File: config.mk
export PLATFORM = sky130hd
export DESIGN_NAME = psrl_ram
export DESIGN_NICKNAME = d
export VERILOG_FILES = /design/src/rtl/core/psrl_ram.sv
export SDC_FILE = /design/constraint.sdc
export NUM_CORES = 2
export LEC_CHECK = 0
export BUFFER_PORTS_ARGS = -buffer_cell sky130_fd_sc_hd__buf_2
export CORE_ASPECT_RATIO = 2
export CORE_MARGIN = 4
export CORE_UTILIZATION = 35
export CTS_CLUSTER_DIAMETER = 150
export CTS_CLUSTER_SIZE = 16
export DETAILED_ROUTE_END_ITERATION = 7
export PLACE_DENSITY_LB_ADDON = 0.3
export SYNTH_ARGS = -nofsm -noshare
export SYNTH_HDL_FRONTEND = slang
export SYNTH_SLANG_ARGS = --single-unit
File: constraint.sdc
create_clock -name clk -period 3.6 [get_ports clk]
set_clock_uncertainty 0.05 [all_clocks]
set_input_delay 0.36 -clock clk [delete_from_list [all_inputs] [get_ports clk]]
set_output_delay 0.36 -clock clk [all_outputs]
set_load 0.02 [all_outputs]
File: src/rtl/core/psrl_ram.sv
// Generic simple dual-port RAM: one write port, one registered read port.
// No dependencies.
`timescale 1ns / 1ps

module psrl_ram #(
	parameter int WIDTH = 32,
	parameter int DEPTH = 64,
	localparam int AW = (DEPTH > 1) ? $clog2(DEPTH) : 1
) (
	input  logic             clk,
	input  logic             we,
	input  logic [AW-1:0]    waddr,
	input  logic [WIDTH-1:0] wdata,
	input  logic             re,
	input  logic [AW-1:0]    raddr,
	output logic [WIDTH-1:0] rdata
);

	logic [WIDTH-1:0] mem [DEPTH];
	logic [WIDTH-1:0] rdata_q;

	always_ff @(posedge clk) begin
		if (we) begin
			mem[waddr] <= wdata;
		end
		if (re) begin
			rdata_q <= mem[raddr];
		end
	end

	assign rdata = rdata_q;

endmodule

Yosys cells after proc, flatten, opt, wreduce, memory -nomap -nowiden
Memories as Yosys holds them, arrays and structs flattened. A register that Yosys moved wholly into a read port is not among the register bits.
Cells that the tools add are included.

word-level totals
  bits in registers = 0
  memories = 1
  output and inout port bits = 32
  bits in writable memories = 2048

memories
  memory  depth  width  read ports  clocked after Yosys merged registers in  wr ports  line  RTL
  mem     64     32     1           1                                        1         19    logic [WIDTH-1:0] mem [DEPTH];

cells by class
  muxes and demuxes = 2

operator list
  cell              number
  1-bit 2-to-1 mux  2

Depth between registers and ports, before layout
  depth after elaboration = 2
  depth in mapped cells = 10
  gate-level depth less buffers = 5

Least setup slack after synthesis
OpenSTA, ideal clock, no wires.

  kind = in2reg
  start = input waddr[3]
  end = memory mem[48][0], enable pin
  path buffers = 1
  path slack = 0.030 ns
  data required time = 3.089 ns
  arrival time = 3.059 ns
  stages = 4
  path through = clkbuf_1 nor2b_1 nand4b_1 nor3_1

RTL lines
  element          line  RTL
  start, declared  12    input logic [AW-1:0] waddr,
  end, declared    19

Straight into the memory's write port.

==> impl_metrics.ini <==
[outcome]
outcome = finished clean

[floorplanning]
die_area_um2 = 233000
io_pins = 79
rows = 246
die_w_um = 344
die_h_um = 679
coreArea_um2 = 224000
initial_core_util = 0.351

[final_layout]
post-route-util = 0.397
final_common_cell = edfxtp_1
nFillCells = 19600
syn_to_final_growth_pct = 12.9
final_cell_mix = edfxtp_1 (2080), mux4_2 (544), buf_4 (214)
drive_gt1_frac = 0.304
final_nets = 3683

[sta]
rsz0062_at_grt = no
max_slew_margin = 0.164
finalCritPeriodShare = 0.776
worst_pin_slew_ns = 1.25
drv_slew = 0
worst_slack_ns = 0.808
fmax_ghz = 0.358
hold_viol = 0
period_needed_ns = 2.79
setup_viol = 0
setup-tns-final_ns = 0

[detailed_routing]
post-route-drc-count = 0
wirelength_um = 215000
post_drt_wl_per_cell_um = 32.5
vias = 36500
ant_nets = 0
drt_first_pass_iters = 5
vias_per_cell = 5.51
drtIter0Drc = 3383

[worst_setup_path]
critical_path_class = input pin to register
worstPathRequired_ns = 4.03
crit_path_end_kind = register
cp_max_fo = 32
crit_arrival_ns = 3.22
r2r_cells = 4
startpoint_type = input pin

[synth]
synth_fp_nets = 3371
synthFlopType = edfxtp_1
avgSynthCellArea_um2 = 23.7
yosysWarnings = 0
yosysSeqAreaShare = 0.792
synth_cell_types = 33
synth-edff-count = 2080
synth_area_um2 = 78800
ys_ff_latch = 2080
async_flop_share = 0
synthCells = 3324

[cts]
htree_levels = 4
clock_sinks = 2080
clk_pin_slew_ns = 0.07
cts_tree = built
cts_buffers = 155
cts_buffer_depth = 4
cts.repair.resized = 0
cts-root-buf = clkbuf_16
clkLatencyLatePin_ns = 0.81

[global_route]
grt_pass1_vias = 38300
overflow = 0
antenna_found_initial = 16
grt.total_usage = 0.184
grt_max_degree = 65
grt_pass1_wl_um = 303000

[min_path]
min_path_cells = 3
hold_class = input pin to register

[job]
max_cap_viol_count = 0

[placement]
gp_congestion = 0.786
io_buffers = 78
hpwl_um = 135000
post-place-ws_ns = -0.0393

[power_and_ir_drop]
power_density_nw_per_um2 = 506
vdd_ir_drop_max_v = 0.000334
power_leakage_nw = 27.1
total_power_mw = 45.0
[per-stage QoR]
| stage | hold slack (ns) | std cells | cell area [µm²] |
|---|---|---|---|
| 4_1_cts | 0.0385 | 6613 | 89000 |
| 3_3_place_gp | 0.630 | 6451 | 85000 |
| 6_report | 0.0998 | 6623 | 89000 |
| 2_1_floorplan | 0.409 | 3324 | 78800 |
| 5_1_grt | 0.0807 | 6616 | 89000 |
| 3_5_place_dp | 0.659 | 6451 | 85000 |
[cell usage after synthesis, types with 5 or more instances]
cell type  count  area share
edfxtp_1    2080        0.79
mux4_2       544        0.16
nor2_1       137      0.0065
mux2i_1       93       0.012
o22ai_1       84      0.0067
clkbuf_1      74      0.0035
a21oi_1       62      0.0039
buf_2         57      0.0036
o221ai_1      27      0.0030
nand2_1       26      0.0012
buf_4         25      0.0024
buf_1         21      0.0010
nor2b_1       15      0.0012
a22oi_1       12      0.0011
a311oi_1       8     0.00089
nand2b_1       8     0.00063
nor3_1         7     0.00044
buf_6          5     0.00071
nand3_1        5     0.00032
nand3b_1       5     0.00048
[metal layers]
layer	track usage	wire length, µm
met4	0.0526	6280
met5	0	81
met3	0.0199	9710
met1	0.212	76500
met2	0.356	123000
[worst paths after layout]
check                                 from          to  slack, ns
worst min-delay path              waddr[0]  mem[33][1]        0.1
worst min register to register  mem[28][4]    rdata[4]       0.79
worst max-delay path              raddr[0]   rdata[30]       0.81
worst max register to register  mem[3][30]   rdata[30]       0.98
[logic make-up after synthesis]
kind of cell,after synthesis,share of synthesized area
buffers and inverters,182,0.0112
muxes,637,0.167
and+or+nand+nor,223,0.0126
AOI/OAI and AO/OA,202,0.0167
DFF,2080,0.792
[state kept, by name (all words and copies together) (netlist names)]
register and cells:
mem 2048, rdata 32
[cell type report]
| cell class | count | area (µm²) | share of cell area |
|---|---|---|---|
| Clock buffer | 157 | 3930 | 0.0441 |
| Timing Repair Buffer | 337 | 2910 | 0.0327 |
| Sequential cell | 2080 | 62500 | 0.702 |
| Tap cell | 2976 | 3720 | 0.0418 |
| Clock inverter | 1 | 8.76 | 0.0000984 |
| Antenna cell | 10 | 25.0 | 0.000281 |
| Multi-Input combinational cell | 1062 | 16000 | 0.179 |
[worst max-delay path, stage by stage]
cell,delay [ns]
buf_8,0.42
buf_4,0.27
buf_4,0.23
mux4_2,0.53
mux4_2,0.46
o22ai_1,0.60
nor2_1,0.25
[what timing repair did]
item	4_1_cts	5_1_grt
buffers inserted	0	0
hold buffers	4	0
hold endpoints to repair	86	0
[power by group]
part | switching (mW) | internal, mW | total (mW)
Sequential | 0.121 | 26.8 | 27.0
Clock | 7.76 | 7.72 | 15.5
Combinational | 1.59 | 0.965 | 2.55
Power figures use the tool's default switching activity.
